===== src/panel_encoder_and_ladder_keys_defines.svh =====
// ----------------------------------------------------------------------------
// Panel encoder and ladder keys: assertion macros
// Shared concurrent assertion forms, clocked on clk and disabled in reset.
// ----------------------------------------------------------------------------
`ifndef PANEL_ENCODER_AND_LADDER_KEYS_DEFINES_SVH
`define PANEL_ENCODER_AND_LADDER_KEYS_DEFINES_SVH

// same-cycle implication
`define PEK_ASSERT_IMP(lbl, ante, cons, msg) \
  lbl: assert property (@(posedge clk) disable iff (!rst_n) (ante) |-> (cons)) else $error(msg);

// next-cycle implication
`define PEK_ASSERT_NXT(lbl, ante, cons, msg) \
  lbl: assert property (@(posedge clk) disable iff (!rst_n) (ante) |=> (cons)) else $error(msg);

`endif


===== src/pek_pkg.sv =====
// ----------------------------------------------------------------------------
// pek_pkg
// Types, register map and constants for the panel encoder and ladder keys.
// ----------------------------------------------------------------------------
`timescale 1ns / 1ps
`default_nettype none

package pek_pkg;

  localparam int ENC_SAMPLES_DEF = 4;
  localparam int KEY_SAMPLES_DEF = 8;
  localparam int NUM_KEYS        = 5;
  localparam int ADDR_W          = 5;
  localparam int DATA_W          = 32;

  // register indexes (byte address / 4)
  localparam logic [2:0] REG_LADDER_TOP   = 3'd0;
  localparam logic [2:0] REG_LADDER_K1_K2 = 3'd1;
  localparam logic [2:0] REG_LADDER_K2_K3 = 3'd2;
  localparam logic [2:0] REG_LADDER_K3_K4 = 3'd3;
  localparam logic [2:0] REG_LADDER_K4_K5 = 3'd4;

  localparam logic [7:0] LADDER_TOP_RST   = 8'd212;
  localparam logic [7:0] LADDER_K1_K2_RST = 8'd149;
  localparam logic [7:0] LADDER_K2_K3_RST = 8'd106;
  localparam logic [7:0] LADDER_K3_K4_RST = 8'd63;
  localparam logic [7:0] LADDER_K4_K5_RST = 8'd21;

  // encoder level/pending bits
  localparam int LVL_A  = 0;
  localparam int LVL_B  = 1;
  localparam int PEND_A = 2;
  localparam int PEND_B = 3;

  typedef struct packed {
    logic       enc_a;
    logic       enc_b;
    logic       adc_valid;
    logic [7:0] adc_sample;
    logic       collect;
  } in_item_t;

  typedef struct packed {
    logic [NUM_KEYS-1:0] key_states;
    logic signed [7:0]   position_delta;
    logic                changed;
  } out_item_t;

  typedef struct packed {
    logic [7:0] top;
    logic [7:0] k1_k2;
    logic [7:0] k2_k3;
    logic [7:0] k3_k4;
    logic [7:0] k4_k5;
  } ladder_cfg_t;

  typedef struct packed {
    logic [7:0] position;
    logic       stepped;
  } enc_status_t;

  typedef struct packed {
    logic [NUM_KEYS-1:0] states;
    logic                changed;
  } key_status_t;

endpackage

`default_nettype wire


===== src/pek_encoder.sv =====
// ----------------------------------------------------------------------------
// pek_encoder
// Quadrature pin filtering, pending marks and the wrapping position count.
// ----------------------------------------------------------------------------
`timescale 1ns / 1ps
`default_nettype none

`include "panel_encoder_and_ladder_keys_defines.svh"

module pek_encoder
  import pek_pkg::*;
#(
  parameter int ENC_SAMPLES = ENC_SAMPLES_DEF
) (
  input  wire logic  clk,
  input  wire logic  rst_n,
  input  wire logic  step_en,
  input  wire logic  enc_a,
  input  wire logic  enc_b,
  input  wire logic  collect,
  output enc_status_t sts
);

  logic [ENC_SAMPLES-1:0] hist_a_r, hist_b_r;
  logic [ENC_SAMPLES-1:0] hist_a_nxt, hist_b_nxt;
  logic [3:0]             lp_r, lp_nxt;
  logic [7:0]             pos_r, pos_nxt;
  logic                   stepped;

  // A is handled before B; an A step consumes B's pending mark first
  always_comb begin
    hist_a_nxt = {hist_a_r[ENC_SAMPLES-2:0], enc_a};
    hist_b_nxt = {hist_b_r[ENC_SAMPLES-2:0], enc_b};
    lp_nxt     = lp_r;
    pos_nxt    = pos_r;
    stepped    = 1'b0;

    if (&hist_a_nxt) begin
      if (!lp_nxt[LVL_A]) begin
        if (lp_nxt[PEND_B]) begin
          pos_nxt        = pos_nxt - 8'd1;
          stepped        = 1'b1;
          lp_nxt[PEND_B] = 1'b0;
        end else begin
          lp_nxt[PEND_A] = 1'b1;
        end
      end
      lp_nxt[LVL_A] = 1'b1;
    end else if (hist_a_nxt == '0) begin
      lp_nxt[LVL_A]  = 1'b0;
      lp_nxt[PEND_A] = 1'b0;
    end

    if (&hist_b_nxt) begin
      if (!lp_nxt[LVL_B]) begin
        if (lp_nxt[PEND_A]) begin
          pos_nxt        = pos_nxt + 8'd1;
          stepped        = 1'b1;
          lp_nxt[PEND_A] = 1'b0;
        end else begin
          lp_nxt[PEND_B] = 1'b1;
        end
      end
      lp_nxt[LVL_B] = 1'b1;
    end else if (hist_b_nxt == '0) begin
      lp_nxt[LVL_B]  = 1'b0;
      lp_nxt[PEND_B] = 1'b0;
    end
  end

  assign sts.position = pos_nxt;
  assign sts.stepped  = stepped;

  always_ff @(posedge clk) begin
    if (!rst_n) begin
      hist_a_r <= '0;
      hist_b_r <= '0;
      lp_r     <= '0;
      pos_r    <= '0;
    end else if (step_en) begin
      hist_a_r <= hist_a_nxt;
      hist_b_r <= hist_b_nxt;
      lp_r     <= lp_nxt;
      pos_r    <= collect ? 8'd0 : pos_nxt;
    end
  end

  `PEK_ASSERT_NXT(a_enc_hold, !step_en, $stable(pos_r) && $stable(lp_r), "encoder state moved while idle")

endmodule

`default_nettype wire


===== src/pek_keys.sv =====
// ----------------------------------------------------------------------------
// pek_keys
// Ladder band classification and per-key debounce histories.
// ----------------------------------------------------------------------------
`timescale 1ns / 1ps
`default_nettype none

`include "panel_encoder_and_ladder_keys_defines.svh"

module pek_keys
  import pek_pkg::*;
#(
  parameter int KEY_SAMPLES = KEY_SAMPLES_DEF
) (
  input  wire logic        clk,
  input  wire logic        rst_n,
  input  wire logic        step_en,
  input  wire logic        adc_valid,
  input  wire logic [7:0]  adc_sample,
  input  wire ladder_cfg_t cfg,
  output key_status_t      sts
);

  logic [KEY_SAMPLES-1:0] hist_r   [NUM_KEYS];
  logic [KEY_SAMPLES-1:0] hist_nxt [NUM_KEYS];
  logic [NUM_KEYS-1:0]    status_r, status_nxt;
  logic [NUM_KEYS-1:0]    hit;
  logic                   chg;

  // first matching band wins; band edges and high samples hit nothing
  always_comb begin
    hit = '0;
    if (adc_sample < cfg.top && adc_sample > cfg.k1_k2) begin
      hit[0] = 1'b1;
    end else if (adc_sample < cfg.k1_k2 && adc_sample > cfg.k2_k3) begin
      hit[1] = 1'b1;
    end else if (adc_sample < cfg.k2_k3 && adc_sample > cfg.k3_k4) begin
      hit[2] = 1'b1;
    end else if (adc_sample < cfg.k3_k4 && adc_sample > cfg.k4_k5) begin
      hit[3] = 1'b1;
    end else if (adc_sample < cfg.k4_k5) begin
      hit[4] = 1'b1;
    end
  end

  always_comb begin
    status_nxt = status_r;
    chg        = 1'b0;
    for (int k = 0; k < NUM_KEYS; k++) begin
      hist_nxt[k] = {hist_r[k][KEY_SAMPLES-2:0], hit[k]};
      if (adc_valid) begin
        if ((&hist_nxt[k]) && !status_r[k]) begin
          status_nxt[k] = 1'b1;
          chg           = 1'b1;
        end else if (hist_nxt[k] == '0 && status_r[k]) begin
          status_nxt[k] = 1'b0;
          chg           = 1'b1;
        end
      end
    end
  end

  assign sts.states  = status_nxt;
  assign sts.changed = chg;

  always_ff @(posedge clk) begin
    if (!rst_n) begin
      for (int k = 0; k < NUM_KEYS; k++) begin
        hist_r[k] <= '0;
      end
      status_r <= '0;
    end else if (step_en && adc_valid) begin
      for (int k = 0; k < NUM_KEYS; k++) begin
        hist_r[k] <= hist_nxt[k];
      end
      status_r <= status_nxt;
    end
  end

  `PEK_ASSERT_NXT(a_keys_hold, !(step_en && adc_valid), $stable(status_r), "key state moved without a sample")
  `PEK_ASSERT_IMP(a_keys_onehot, 1'b1, $onehot0(hit), "more than one key band hit")

endmodule

`default_nettype wire


===== src/panel_encoder_and_ladder_keys.sv =====
// ----------------------------------------------------------------------------
// panel_encoder_and_ladder_keys
// Front panel quadrature encoder and resistor-ladder keypad debounce.
// ----------------------------------------------------------------------------
// Usage:
//   Input channel (in_valid/in_ready/in_data) carries one tick item: both
//   encoder pin levels, an optional ladder sample and a collect request.
//   Result channel (out_valid/out_ready/out_data) returns one report per
//   item: debounced keys, position since the last collect, change flag.
//   APB-style port sets the five ladder thresholds at byte addresses 0..16.
// Timing:
//   An item is registered on acceptance in the input register and processed
//   from there; its report is loaded into the output register, raising
//   out_valid, once that register is empty or being drained. One item per
//   cycle sustained while out_ready holds; the state update is combinational
//   logic between the input register and the report register.
// Reset:
//   Synchronous, active low. Clears all filter, key and position state and
//   loads the default thresholds.
// Backpressure:
//   A stalled report holds in the output register; the input register
//   still accepts one more item, then in_ready drops until out_ready.
// ----------------------------------------------------------------------------
`timescale 1ns / 1ps
`default_nettype none

`include "panel_encoder_and_ladder_keys_defines.svh"

module panel_encoder_and_ladder_keys
  import pek_pkg::*;
#(
  parameter int ENC_SAMPLES = ENC_SAMPLES_DEF,
  parameter int KEY_SAMPLES = KEY_SAMPLES_DEF
) (
  input  wire logic              clk,
  input  wire logic              rst_n,
  // input channel
  input  wire logic              in_valid,
  output logic                   in_ready,
  input  wire in_item_t          in_data,
  // result channel
  output logic                   out_valid,
  input  wire logic              out_ready,
  output out_item_t              out_data,
  // configuration
  input  wire logic              psel,
  input  wire logic              penable,
  input  wire logic              pwrite,
  input  wire logic [ADDR_W-1:0] paddr,
  input  wire logic [DATA_W-1:0] pwdata,
  output logic [DATA_W-1:0]      prdata,
  output logic                   pready
);

  ladder_cfg_t cfg_r;
  logic        stg_valid_r;
  in_item_t    stg_data_r;
  logic        out_valid_r;
  out_item_t   out_data_r, out_nxt;
  logic        change_flag_r, change_nxt;
  logic        advance;
  logic        cfg_wr;
  logic [2:0]  reg_idx;
  enc_status_t enc_sts;
  key_status_t key_sts;

  // ---------------- configuration ----------------
  assign pready  = 1'b1;
  assign reg_idx = paddr[4:2];
  assign cfg_wr  = psel && penable && pwrite && pready;

  always_ff @(posedge clk) begin
    if (!rst_n) begin
      cfg_r.top   <= LADDER_TOP_RST;
      cfg_r.k1_k2 <= LADDER_K1_K2_RST;
      cfg_r.k2_k3 <= LADDER_K2_K3_RST;
      cfg_r.k3_k4 <= LADDER_K3_K4_RST;
      cfg_r.k4_k5 <= LADDER_K4_K5_RST;
    end else if (cfg_wr) begin
      case (reg_idx)
        REG_LADDER_TOP:   cfg_r.top   <= pwdata[7:0];
        REG_LADDER_K1_K2: cfg_r.k1_k2 <= pwdata[7:0];
        REG_LADDER_K2_K3: cfg_r.k2_k3 <= pwdata[7:0];
        REG_LADDER_K3_K4: cfg_r.k3_k4 <= pwdata[7:0];
        REG_LADDER_K4_K5: cfg_r.k4_k5 <= pwdata[7:0];
        default: ;
      endcase
    end
  end

  always_comb begin
    case (reg_idx)
      REG_LADDER_TOP:   prdata = {{(DATA_W-8){1'b0}}, cfg_r.top};
      REG_LADDER_K1_K2: prdata = {{(DATA_W-8){1'b0}}, cfg_r.k1_k2};
      REG_LADDER_K2_K3: prdata = {{(DATA_W-8){1'b0}}, cfg_r.k2_k3};
      REG_LADDER_K3_K4: prdata = {{(DATA_W-8){1'b0}}, cfg_r.k3_k4};
      REG_LADDER_K4_K5: prdata = {{(DATA_W-8){1'b0}}, cfg_r.k4_k5};
      default:          prdata = '0;
    endcase
  end

  // ---------------- pipeline control ----------------
  assign advance  = stg_valid_r && (!out_valid_r || out_ready);
  assign in_ready = !stg_valid_r || advance;

  always_ff @(posedge clk) begin
    if (!rst_n) begin
      stg_valid_r <= 1'b0;
      out_valid_r <= 1'b0;
    end else begin
      if (in_ready) begin
        stg_valid_r <= in_valid;
      end
      if (advance) begin
        out_valid_r <= 1'b1;
      end else if (out_ready) begin
        out_valid_r <= 1'b0;
      end
    end
  end

  always_ff @(posedge clk) begin
    if (in_valid && in_ready) begin
      stg_data_r <= in_data;
    end
    if (advance) begin
      out_data_r <= out_nxt;
    end
  end

  // ---------------- processing ----------------
  pek_encoder #(
    .ENC_SAMPLES (ENC_SAMPLES)
  ) u_encoder (
    .clk     (clk),
    .rst_n   (rst_n),
    .step_en (advance),
    .enc_a   (stg_data_r.enc_a),
    .enc_b   (stg_data_r.enc_b),
    .collect (stg_data_r.collect),
    .sts     (enc_sts)
  );

  pek_keys #(
    .KEY_SAMPLES (KEY_SAMPLES)
  ) u_keys (
    .clk        (clk),
    .rst_n      (rst_n),
    .step_en    (advance),
    .adc_valid  (stg_data_r.adc_valid),
    .adc_sample (stg_data_r.adc_sample),
    .cfg        (cfg_r),
    .sts        (key_sts)
  );

  assign change_nxt = change_flag_r || enc_sts.stepped || key_sts.changed;

  always_comb begin
    out_nxt.key_states     = key_sts.states;
    out_nxt.position_delta = enc_sts.position;
    out_nxt.changed        = change_nxt;
  end

  // report is formed first, collect clears afterwards
  always_ff @(posedge clk) begin
    if (!rst_n) begin
      change_flag_r <= 1'b0;
    end else if (advance) begin
      change_flag_r <= stg_data_r.collect ? 1'b0 : change_nxt;
    end
  end

  assign out_valid = out_valid_r;
  assign out_data  = out_data_r;

  `PEK_ASSERT_NXT(a_accept_stage, in_valid && in_ready, stg_valid_r, "accepted item not staged")
  `PEK_ASSERT_NXT(a_advance_out, advance, out_valid_r, "processed item lost its report")
  `PEK_ASSERT_NXT(a_collect_clr, advance && stg_data_r.collect, !change_flag_r, "collect left change flag set")

endmodule

`default_nettype wire


===== config.mk =====
export PLATFORM = sky130hd
export DESIGN_NAME = panel_encoder_and_ladder_keys
export DESIGN_NICKNAME = d
export VERILOG_FILES = /design/src/pek_pkg.sv /design/src/pek_encoder.sv /design/src/pek_keys.sv /design/src/panel_encoder_and_ladder_keys.sv
export VERILOG_INCLUDE_DIRS = /design/src /design/src/src
export SDC_FILE = /design/constraint.sdc
export NUM_CORES = 1
export LEC_CHECK = 0
export BUFFER_PORTS_ARGS = -buffer_cell sky130_fd_sc_hd__buf_2
export CAP_MARGIN = 20
export CORE_UTILIZATION = 60
export CTS_BUF_LIST = sky130_fd_sc_hd__clkbuf_4
export DETAILED_ROUTE_END_ITERATION = 10
export PLACE_DENSITY = 0.92
export SYNTH_ARGS = -nofsm -noshare
export SYNTH_HDL_FRONTEND = slang
export SYNTH_SLANG_ARGS = --single-unit
export TNS_END_PERCENT = 100

===== constraint.sdc =====
create_clock -name clk -period 5 [get_ports clk]
set_input_delay 0.25 -clock clk [delete_from_list [all_inputs] [get_ports clk]]
set_output_delay 0.25 -clock clk [all_outputs]
set_load 0.05 [all_outputs]

==> flow_summary.yaml, run 1 <==
final_layout:
  post_route_cells_drive_above_1_share_pct: 13.5
  seqCellArea_um2: 3150
  final_core_utilization_pct: 69.3
  syn2layout_area_growth_pct: 10.4
  area_used_by_multi_input_combinational_logic_um2: 3370
  final_area_um2: 7640
  num-fill-cells: 797
  fin_nets: 874
detailed_routing:
  ant_nets: 0
  route.detailed.wl_per_inst_um: 16.9
  drt_wl_total_um: 15800
  first_pass_iters: 5
  dr.first_iter.drc_count: 339
  route.vias.total: 5514
  number_of_drc_violations_after_detailed_routing: 0
  viasPerCell: 5.92
critical_path:
  critical_path.slowest_cell: "sky130_fd_sc_hd__a21boi_0"
  critical_path_arrival_ps: 3400
  crit_path_max_incr_delay_ps: 610
  critPathRequiredTime_ps: 5290
  r2r.worst_path.cells: 6
  crit_chain: "nor2b_1 -> nand2b_1 -> clkinv_1 -> a21boi_0 -> inv_1 -> buf_16"
  crit_type: "reg2reg"
  end_kind: "flop"
  critical_path.startpoint_type: "flop"
  critPathMaxFanout: 21
die:
  die_width_um: 109
  placement_rows: 38
  floorplan.die_area_um2: 12000
  initial_core_utilization_pct: 62.8
  placeable_area_um2: 11000
  pin_count: 105
  fp.dieH_um: 109
job:
  maxCapViolCount: 0
synth:
  ys_seq_elements: 127
  synth.top_cells.by_count: "86 x sky130_fd_sc_hd__nand2_1, 66 x sky130_fd_sc_hd__dfxtp_1, 61 x sky130_fd_sc_hd__edfxtp_1, 50 x sky130_fd_sc_hd__inv_1, 41 x sky130_fd_sc_hd__ha_1"
  yosysMostFrequentCell: "sky130_fd_sc_hd__nand2_1"
  synth_fa_ha_area_share_pct: 7.41
  yosys-top-cells-area: "sky130_fd_sc_hd__edfxtp_1 26%, sky130_fd_sc_hd__dfxtp_1 19%, sky130_fd_sc_hd__ha_1 7.4%"
  netlist-cell-type-count: 67
  largest_family_of_logic_cells_by_synthesized_area: "simple AND/OR/NAND/NOR gates"
  post_synth_mux_area_share_pct: 4.03
  synth-xor-area-share_pct: 1.77
  synth_sequential_area_ratio_pct: 45.5
  synth-edff-count: 61
  yosys_warnings: 0
  synth_compound_gate_area_share_pct: 14.7
  post_synth_instance_area_um2: 6920
  yosys.area_share.simple_pct: 19.3
  post_synth_inst_count: 709
  synthDominantAreaCellType: "sky130_fd_sc_hd__edfxtp_1"
  synth_top_cell_area_share_pct: 26.5
  synthArstFlopShare_pct: 0
  avgSynthCellArea_um2: 9.77
  postSynth.topFlopCell: "sky130_fd_sc_hd__dfxtp_1"
pwr:
  total_power_w: 0.00202
  powerDensity_nw_per_um2: 264
  total_leakage_power_nw: 3.08
  irDropWorstVdd_v: 0.000293
sta:
  setup_tns_ps: 0
  worst-slew-pin-transition_ps: 1010
  worst_clock_skew_on_the_final_layout_ps: 21.3
  worst_hold_slack_ps: 36.4
  final.min_clock_period_ps: 3110
  final.period_utilization_pct: 62.2
  grt_setup_unrepaired: "false"
  timing.fmax_mhz: 322
  max_slew_margin_pct: 32.4
  slew_violations: 0
  finalHoldViolCount: 0
  report.final.setup_viol: 0
cts:
  cts_tree: "built"
  cts_inserted_buffers: 17
  clock_insertion_delay_worst_skew_ps: 550
  clockBufferDepth: 2
  cts_resized: 0
  cts_root_buf: "sky130_fd_sc_hd__clkbuf_4"
  cts_setup_buffers: 0
  htreeDepth: 4
  cts.sink_count: 127
  postCtsHoldBufs: 20
  cts.clk_slew.worst_paths_ps: 100
global_routing:
  grt_usage_pct: 28.5
  grt_pass1_vias: 5423
  number_of_antenna_violations_at_the_first_check_in_global_routing: 1
  global_route_wire_length_before_repair_um: 25900
  grt_overflow: 0
  maximum_number_of_pins_on_one_net_before_global_route_repair: 65
place:
  hpwlAfterDp_um: 11100
  area_post_placement_um2: 7210
  gpl_wtd_cong: 0.966
  buffer_ports.inserted: 53
min_path:
  hold_depth: 3
  min-delay-path-class: "in2reg"
outcome:
  run_status: "finished clean"
## state kept, by name (all words and copies together), names as in the netlist
signal and flops:
cfg_r 40, change_flag_r 1, out_data 14, out_valid 1, stg_data_r 12, stg_valid_r 1, u_encoder.hist_a_r 3, u_encoder.hist_b_r 3
u_encoder.lp_r 4, u_encoder.pos_r 8, u_keys.hist_r 35, u_keys.status_r 5
## final timing paths
kind,endpoint,startpoint,slack (ps)
max,u_keys.hist_r[0][2]$_SDFFCE_PN0P_,out_valid$_SDFFE_PN0P_,1890
min,cfg_r[4]$_SDFFE_PN1P_,pwdata[4],40
max reg2reg,u_keys.hist_r[0][2]$_SDFFCE_PN0P_,out_valid$_SDFFE_PN0P_,1890
min reg2reg,cfg_r[14]$_SDFFE_PN0P_,cfg_r[14]$_SDFFE_PN0P_,500
## routing by layer
layer / global-route usage (%) / vias to the layer above / wire length [µm]
li1: - / 2632 / -
met1: 35.9 / 2570 / 6570
met2: 47.6 / 279 / 7710
met3: 6.76 / 33 / 1120
met4: 10.7 / 0 / 365
met5: 0 / - / 0
## cells in the final DEF, fill, tap and decap left out, drive strengths merged, types with 9 or more instances in the layout
master / synthesis / final
nor2: 28 / 28
nor4: 12 / 12
a21oi: 17 / 17
nand2: 86 / 86
buf: 28 / 58
o211ai: 21 / 21
and2: 28 / 28
dfxtp: 66 / 66
dlygate4sd3: 0 / 20
nand4: 10 / 10
clkbuf: 24 / 21
a21boi: 20 / 20
o21ai: 28 / 28
edfxtp: 61 / 61
nand3: 15 / 15
a22oi: 20 / 20
inv: 50 / 52
nor2b: 27 / 27
mux2i: 21 / 21
ha: 41 / 41
clkinv: 1 / 9
conb: 2 / 25
## power by group
| part | leakage [nW] | internal (W) | switching, W | total (W) |
|---|---|---|---|---|
| registers | 1.15 | 0.00112 | 0.0000260 | 0.00115 |
| logic | 1.79 | 0.0000743 | 0.000174 | 0.000248 |
| clock network | 0.139 | 0.000256 | 0.000366 | 0.000622 |
## area by class of cell
| class | count | share of cell area [%] |
|---|---|---|
| well taps | 140 | 2.29 |
| clock buffers | 21 | 2.06 |
| inverters | 51 | 2.50 |
| repair buffers | 78 | 6.84 |
| multi-input cells | 502 | 44.0 |
| diodes | 1 | 0.0327 |
| flip-flops and latches | 127 | 41.3 |
| clock inverters | 11 | 0.966 |
## logic make-up after synthesis
family | count (synthesis)
AO/OA/AOI/OAI | 147
XOR/XNOR | 14
adder cells (fa/ha/maj) | 41
buffers and inverters | 103
flip-flops | 127
multiplexers | 25
other | 2
AND/OR/NAND/NOR | 250
## critical path, delay by kind of cell, from the launching register on
kind | cells | cell delay (ps)
AO/OA/AOI/OAI | 1 | 610
buffers and inverters | 3 | 1050
flip-flops | 1 | 340
AND/OR/NAND/NOR | 2 | 850
## per-stage QoR
stage / setup slack [ps] / instances
2_1_floorplan: 2260 / 732
3_3_place_gp: 1890 / 877
3_5_place_dp: 1980 / 878
4_1_cts: 1940 / 930
5_1_grt: 1570 / 931
6_report: 1890 / 931
Note: power is estimated with default switching activity, not from simulation.
==> run 2: changes to the inputs <==
- ABC_AREA: not set -> 1
- CORE_UTILIZATION: 60 -> 59
- clock period: 5 -> 3.05 ns (I/O delays scaled with it)
==> run 2 against run 1 <==
  * First-iteration DRC count grew 26%
  * Routed wire length grew 0.32%
  * Clock-buffer cell count shrank 1
  * Non-clock buffer count grew 9
  * Sequential power grew 63%
  * Via count grew 5.8%
  * Hold slack gained 89 ps
  * Sequential cell count is the same
  * Clock skew grew 0.90 ps
  * Largest cell class is now flip-flops and latches
  * Largest power group unchanged
  * Highest routed layer unchanged
==> flow_summary.yaml, run 2 <==
critical_path:
  critical_path.slowest_cell: "sky130_fd_sc_hd__edfxtp_1"
  timing.critical_path.max_delay_family: "simple AND/OR/NAND/NOR gates"
  end_kind: "flop"
  crit_buf_inv: 1
  crit_type: "reg2reg"
  critPathRequiredTime_ps: 3380
  critPathMaxFanout: 6
  crit_path_max_incr_delay_ps: 520
  critical_path_arrival_ps: 2790
  crit_chain: "ha_1 -> a21oi_1 -> inv_1 -> nor2_1 -> nand2_1 -> nand3_1 -> nand2_1 -> nand3_1 -> nand2_1 -> nor2_1 -> nand3_1 -> nand2_1 -> nand2_1"
  timing.critical_path.mode_cell: "sky130_fd_sc_hd__nand2_1"
  critical_path.startpoint_type: "flop"
synth:
  yosys-top-cells-area: "sky130_fd_sc_hd__edfxtp_1 28%, sky130_fd_sc_hd__dfxtp_1 20%, sky130_fd_sc_hd__nand2_1 8.2%"
  post_synth_instance_area_um2: 6660
  synth_sequential_area_ratio_pct: 47.4
  yosysMostFrequentCell: "sky130_fd_sc_hd__nand2_1"
  synthDominantAreaCellType: "sky130_fd_sc_hd__edfxtp_1"
  post_synth_inst_count: 805
  postSynth.topFlopCell: "sky130_fd_sc_hd__dfxtp_1"
  synthArstFlopShare_pct: 0
  ys_seq_elements: 127
  yosys_warnings: 0
  synth-edff-count: 61
  synth_top_cell_area_share_pct: 27.5
  netlist-cell-type-count: 42
  synth.top_cells.by_count: "145 x sky130_fd_sc_hd__nand2_1, 132 x sky130_fd_sc_hd__inv_1, 94 x sky130_fd_sc_hd__nor2_1, 66 x sky130_fd_sc_hd__dfxtp_1, 61 x sky130_fd_sc_hd__edfxtp_1"
  avgSynthCellArea_um2: 8.27
die:
  placement_rows: 38
  initial_core_utilization_pct: 60.9
  die_width_um: 108
  pin_count: 105
  floorplan.die_area_um2: 11700
  placeable_area_um2: 10900
  fp.dieH_um: 108
sta:
  worst-slew-pin-transition_ps: 747
  timing.fmax_mhz: 406
  final.period_utilization_pct: 80.7
  setup_tns_ps: 0
  worst_clock_skew_on_the_final_layout_ps: 22.2
  worst_hold_slack_ps: 126
  grt_setup_unrepaired: "false"
  report.final.setup_viol: 0
  final.min_clock_period_ps: 2460
  finalHoldViolCount: 0
  max_slew_margin_pct: 50.1
  slew_violations: 0
final_layout:
  layout.cells.most_common: "sky130_fd_sc_hd__nand2_1"
  area_used_by_multi_input_combinational_logic_um2: 2840
  max_flop_register: "cfg_r"
  seqCellArea_um2: 3150
  layout.cells.most_common_list: "145 x sky130_fd_sc_hd__nand2_1, 132 x sky130_fd_sc_hd__inv_1, 94 x sky130_fd_sc_hd__nor2_1, 66 x sky130_fd_sc_hd__dfxtp_1, 61 x sky130_fd_sc_hd__edfxtp_1"
  antenna-diode-count: 0
  final_core_utilization_pct: 69.1
  num-fill-cells: 782
  fin_nets: 991
  syn2layout_area_growth_pct: 13.6
  largest_register_ffs: 40
  post_route_cells_drive_above_1_share_pct: 12.2
pwr:
  total_leakage_power_nw: 3.41
  powerDensity_nw_per_um2: 469
  irDropWorstVdd_v: 0.000299
  total_power_w: 0.00355
detailed_routing:
  route.vias.total: 5833
  drt_wl_total_um: 15800
  first_pass_iters: 6
  viasPerCell: 5.57
  number_of_drc_violations_after_detailed_routing: 0
  dr.first_iter.drc_count: 426
  route.detailed.wl_per_inst_um: 15.1
  ant_nets: 0
cts:
  cts.sink_count: 127
  cts_inserted_buffers: 17
  clock_insertion_delay_worst_skew_ps: 560
  cts_tree: "built"
  cts_setup_buffers: 0
  cts.clk_slew.worst_paths_ps: 110
  htreeDepth: 4
  cts_root_buf: "sky130_fd_sc_hd__clkbuf_4"
  clockBufferDepth: 2
min_path:
  min-delay-path-class: "in2reg"
global_routing:
  grt_overflow: 0
  number_of_antenna_violations_at_the_first_check_in_global_routing: 0
  global_route_wire_length_before_repair_um: 25700
  grt_pass1_vias: 5473
  maximum_number_of_pins_on_one_net_before_global_route_repair: 45
  grt_usage_pct: 29.0
place:
  buffer_ports.inserted: 53
  gpl_wtd_cong: 1.00
  hpwlAfterDp_um: 10900
job:
  maxCapViolCount: 0
outcome:
  run_status: "finished clean"
## run 2: changes by cell type after synthesis, sizes merged, moves of 19 or more
cell,before,now
and2,28,1
a21boi,20,0
nor2b,27,0
inv,50,133
nand2,86,146
a22oi,20,1
nor2,28,99
a21oi,17,54
o21ai,28,48
mux2i,21,0
## run 2: cell type report
cell class              instances  share of cell area, %
well taps                     140                   2.32
multi-input cells             526                   37.6
repair buffers                 87                   7.81
flip-flops and latches        127                   41.7
inverters                     135                   6.70
clock buffers                  20                   1.99
clock inverters                12                   1.92
## run 2: worst paths after layout
path | startpoint | end | slack [ps] | cells after the start
worst max-delay path | stg_data_r[8]$_DFFE_PP_ | out_data[0]$_DFFE_PP_ | 590 | 13
worst min register to register | u_encoder.lp_r[1]$_SDFFE_PN0P_ | u_encoder.lp_r[1]$_SDFFE_PN0P_ | 480 | 2
worst max register to register | stg_data_r[8]$_DFFE_PP_ | out_data[0]$_DFFE_PP_ | 590 | 13
worst min-delay path | rst_n | cfg_r[8]$_SDFFE_PN1P_ | 130 | 3
## run 2: repair_timing
action,CTS,global route
hold endpoints to repair,54,0
gates resized for setup,0,0
hold buffers,23,0
## run 2: metal layers
layer | share of wire, % | vias to the layer above | GRT usage [%]
met4 | 4.1 | 0 | 15.9
met1 | 40 | 2645 | 35.6
met3 | 9.0 | 72 | 7.35
met5 | 0 | - | 0
li1 | - | 2798 | -
met2 | 47 | 318 | 46.6
## run 2: kinds of logic (layout without fill, tap and decap cells)
family / count (synthesis) / after routing / share of synthesized area [%]
AND/OR/NAND/NOR: 316 / 316 / 20.6
buffers and inverters: 175 / 254 / 11.3
AO/OA/AOI/OAI: 135 / 135 / 11.6
flip-flops: 127 / 127 / 47.4
adder cells (fa/ha/maj): 41 / 41 / 7.71
XOR/XNOR: 9 / 9 / 1.41
other: 2 / 25 / 0.113
## run 2: where the power goes
| part | total, W | switching, W | internal (W) | leakage (nW) |
|---|---|---|---|---|
| Clock | 0.00121 | 0.000625 | 0.000587 | 0.158 |
| Combinational | 0.000453 | 0.000330 | 0.000123 | 2.10 |
| Sequential | 0.00188 | 0.0000405 | 0.00184 | 1.16 |
## run 2: stage by stage
step                instance area (µm²)  setup slack [ps]  std cells
CTS                                7560               652       1047
finish                             7560               589       1047
detailed placement                 7030               660        992
floorplan                          6740               894        828
global route                       7560               325       1047
global placement                   7030               708        992
## run 2: worst reg2reg max path: stages (launching register included)
cell,delay (ps)
sky130_fd_sc_hd__edfxtp_1,520
sky130_fd_sc_hd__ha_1,340
sky130_fd_sc_hd__a21oi_1,150
sky130_fd_sc_hd__inv_1,50
sky130_fd_sc_hd__nor2_1,180
sky130_fd_sc_hd__nand2_1,110
sky130_fd_sc_hd__nand3_1,210
sky130_fd_sc_hd__nand2_1,150
sky130_fd_sc_hd__nand3_1,90
sky130_fd_sc_hd__nand2_1,50
sky130_fd_sc_hd__nor2_1,110
sky130_fd_sc_hd__nand3_1,100
sky130_fd_sc_hd__nand2_1,100
sky130_fd_sc_hd__nand2_1,70
==> run 3: changes to the inputs <==
- CORE_UTILIZATION: 59 -> 53
- PLACE_DENSITY: 0.92 -> 0.87
- clock period: 3.05 -> 2 ns (I/O delays scaled with it)
==> run 3 against run 2 <==
  * Sequential cell count unchanged
  * Combinational power up 85%
  * Register-to-register slack worse by 1000 ps
  * Clock skew down 3.4 ps
  * The flow now finishes with violations (negative setup slack)
  * Design area up 13%
  * Sequential share of layout area down 4.8 points
  * Global-route usage down 1.5 points
  * Final cell count up 9.3%
  * First-iteration DRC count up 31%
  * Clock-buffer cell count down 3
  * Largest cell class is now multi-input combinational cells
  * Die area up 11%
  * Core utilization up 1.5 points
==> flow_summary.yaml, run 3 (same netlist as run 2, synthesis figures left out) <==
min_path:
  worstHoldEndpoint: "cfg_r[2]$_SDFFE_PN1P_"
  hold_depth: 5
  min-delay-path-class: "in2reg"
  hold_path.startpoint: "paddr[4]"
critical_path:
  r2r.worst_path.cells: 18
  critical_path_arrival_ps: 2920
  end_kind: "flop"
  timing.critical_path.max_delay_family: "simple AND/OR/NAND/NOR gates"
  crit_path_max_incr_delay_ps: 550
  timing.reg2reg.setup_slack_ps: -410
  crit_chain: "buf_6 -> ha_4 -> nand2_1 -> nand2_1 -> nand2_1 -> nand2_1 -> nor2_4 -> nand2_2 -> nor2_4 -> buf_4 -> nand3_1 -> nand3_2 -> nor2_1 -> nand3_1 -> nand2_1 -> nand2_2 -> nand2_2 -> a21oi_2"
  regToRegEndpoint: "change_flag_r$_SDFFE_PN0P_"
  crit_type: "reg2reg"
  cp.depth: 18
  critPathRequiredTime_ps: 2510
  critPathMaxFanout: 5
  reg2reg_from: "stg_data_r[7]$_DFFE_PP_"
  critical_path.startpoint_type: "flop"
  timing.critical_path.mode_cell: "sky130_fd_sc_hd__nand2_1"
  critical_path.slowest_cell: "sky130_fd_sc_hd__edfxtp_1"
  crit_buf_inv: 2
cts:
  htreeDepth: 4
  cts_tree: "built"
  cts_inserted_buffers: 17
  cts.sink_count: 127
  clock_insertion_delay_worst_skew_ps: 580
  cts.clk_slew.worst_paths_ps: 120
  cts_root_buf: "sky130_fd_sc_hd__clkbuf_4"
  clockBufferDepth: 2
sta:
  worst-slew-pin-transition_ps: 622
  slew_violations: 0
  finalHoldViolCount: 0
  final.setup.worst_slack_ps: -415
  report.final.setup_viol: 27
  worst_hold_slack_ps: 133
  final.period_utilization_pct: 121
  max_slew_margin_pct: 58.1
  timing.fmax_mhz: 414
  worst_clock_skew_on_the_final_layout_ps: 18.8
  final.min_clock_period_ps: 2410
  grt_setup_unrepaired: "true"
detailed_routing:
  viasPerCell: 5.49
  drt_wl_total_um: 18900
  first_pass_iters: 6
  ant_nets: 0
  route.detailed.wl_per_inst_um: 16.5
  number_of_drc_violations_after_detailed_routing: 0
  route.vias.total: 6286
  dr.first_iter.drc_count: 558
final_layout:
  num-fill-cells: 823
  layout.cells.most_common_list: "128 x sky130_fd_sc_hd__inv_1, 125 x sky130_fd_sc_hd__nand2_1, 79 x sky130_fd_sc_hd__nor2_1, 73 x sky130_fd_sc_hd__buf_4, 63 x sky130_fd_sc_hd__dfxtp_1"
  seqCellArea_um2: 3160
  antenna-diode-count: 0
  largest_register_ffs: 40
  syn2layout_area_growth_pct: 28.5
  post_route_cells_drive_above_1_share_pct: 25.7
  max_flop_register: "cfg_r"
  fin_nets: 1060
  area_used_by_multi_input_combinational_logic_um2: 3220
  layout.cells.most_common: "sky130_fd_sc_hd__inv_1"
die:
  initial_core_utilization_pct: 55.0
  floorplan.die_area_um2: 13000
  pin_count: 105
  fp.dieH_um: 114
  placeable_area_um2: 12100
  die_width_um: 114
  placement_rows: 40
pwr:
  combinationalPowerShare_pct: 14.6
  power_switching_share_pct: 29.0
  power_frac_seq_pct: 50.2
  powerDensity_nw_per_um2: 667
  clock_network_power_share_pct: 35.1
  total_leakage_power_nw: 3.87
  irDropWorstVdd_v: 0.000500
  intPower_w: 0.00406
  p_switching_w: 0.00165
global_routing:
  grt_usage_pct: 27.5
  grt_pass1_vias: 5859
  number_of_antenna_violations_at_the_first_check_in_global_routing: 0
  grt_overflow: 0
  global_route_wire_length_before_repair_um: 27600
  maximum_number_of_pins_on_one_net_before_global_route_repair: 44
place:
  preCtsSetupSlack_ps: -294
  buffer_ports.inserted: 53
  hpwlAfterDp_um: 11900
  gpl_wtd_cong: 0.918
job:
  maxCapViolCount: 0
outcome:
  violations: "negative setup slack"
  run_status: "finished with violations"
==> run 3: cell count changes in the layout (fill, tap and decap cells not counted), moves of 10 or more <==
| cell | previous run | this run |
|---|---|---|
| sky130_fd_sc_hd__o21ai_1 | 0 | 10 |
| sky130_fd_sc_hd__nor2_1 | 94 | 79 |
| sky130_fd_sc_hd__buf_4 | 10 | 73 |
| sky130_fd_sc_hd__nand2_1 | 145 | 125 |
| sky130_fd_sc_hd__nand2_2 | 0 | 18 |
| sky130_fd_sc_hd__o21ai_0 | 47 | 34 |
==> run 3: how the worst max path moves through the flow <==
stage	startpoint	end	slack (ps)
after floorplan	stg_data_r[6]$_DFFE_PP_	out_data[0]$_DFFE_PP_	4
after global placement	stg_data_r[8]$_DFFE_PP_	out_data[0]$_DFFE_PP_	-210
after detailed placement	stg_data_r[7]$_DFFE_PP_	change_flag_r$_SDFFE_PN0P_	-290
after CTS	stg_data_r[7]$_DFFE_PP_	change_flag_r$_SDFFE_PN0P_	-240
after global routing	stg_data_r[7]$_DFFE_PP_	change_flag_r$_SDFFE_PN0P_	-520
final	stg_data_r[7]$_DFFE_PP_	change_flag_r$_SDFFE_PN0P_	-410
==> run 3: final cells by class <==
type                       instances  share of cell area [%]
clock buffer                      17                    1.49
multi-input combinational        526                    37.6
tap                              168                    2.46
sequential                       127                    36.9
clock inverter                    15                    2.28
inverter                         135                    5.92
timing repair buffer             156                    13.3
==> run 3: what timing repair did <==
| item | CTS | global route |
|---|---|---|
| hold endpoints to repair | 57 | 0 |
| gates resized for setup | 33 | 74 |
| pin swaps | 16 | 40 |
| setup endpoints to repair | 20 | 61 |
| setup buffers | 3 | 16 |
| hold buffers | 25 | 0 |
==> run 3: power by group through the flow <==
stage | sequential (W) | clock (W) | combinational [W]
2_1_floorplan | 0.00295 | 0 | 0.000471
3_3_place_gp | 0.00292 | 0 | 0.000663
3_5_place_dp | 0.00292 | 0 | 0.000678
4_1_cts | 0.00286 | 0.00200 | 0.000749
5_1_grt | 0.00288 | 0.00210 | 0.000895
6_report | 0.00287 | 0.00201 | 0.000836
==> run 3: layer usage <==
metal	vias to the layer above	wire, µm	global-route usage (%)
met1	2902	7280	33.1
met3	96	1410	5.45
met5	-	0	0
met2	352	9310	46.9
met4	0	880	13.6
li1	2936	-	-
==> run 3: per-stage QoR <==
stage / util (%) / instances / area [µm²] / power [W] / setup TNS (ps)
6_report: 70.6 / 1144 / 8550 / 0.00571 / -4350
4_1_cts: 67.1 / 1129 / 8130 / 0.00561 / -1410
3_3_place_gp: 61.5 / 1070 / 7450 / 0.00358 / -1540
2_1_floorplan: - / 828 / 6750 / 0.00342 / 0
5_1_grt: 70.6 / 1144 / 8550 / 0.00587 / -6940
3_5_place_dp: 61.5 / 1070 / 7450 / 0.00360 / -2340
==> run 3: worst register-to-register path: cells and delay by family (launching register included) <==
kind / cells / cell delay [ps]
AND/OR/NAND/NOR: 14 / 1120
flip-flops: 1 / 550
adder cells (fa/ha/maj): 1 / 220
AO/OA/AOI/OAI: 1 / 150
buffers and inverters: 2 / 310
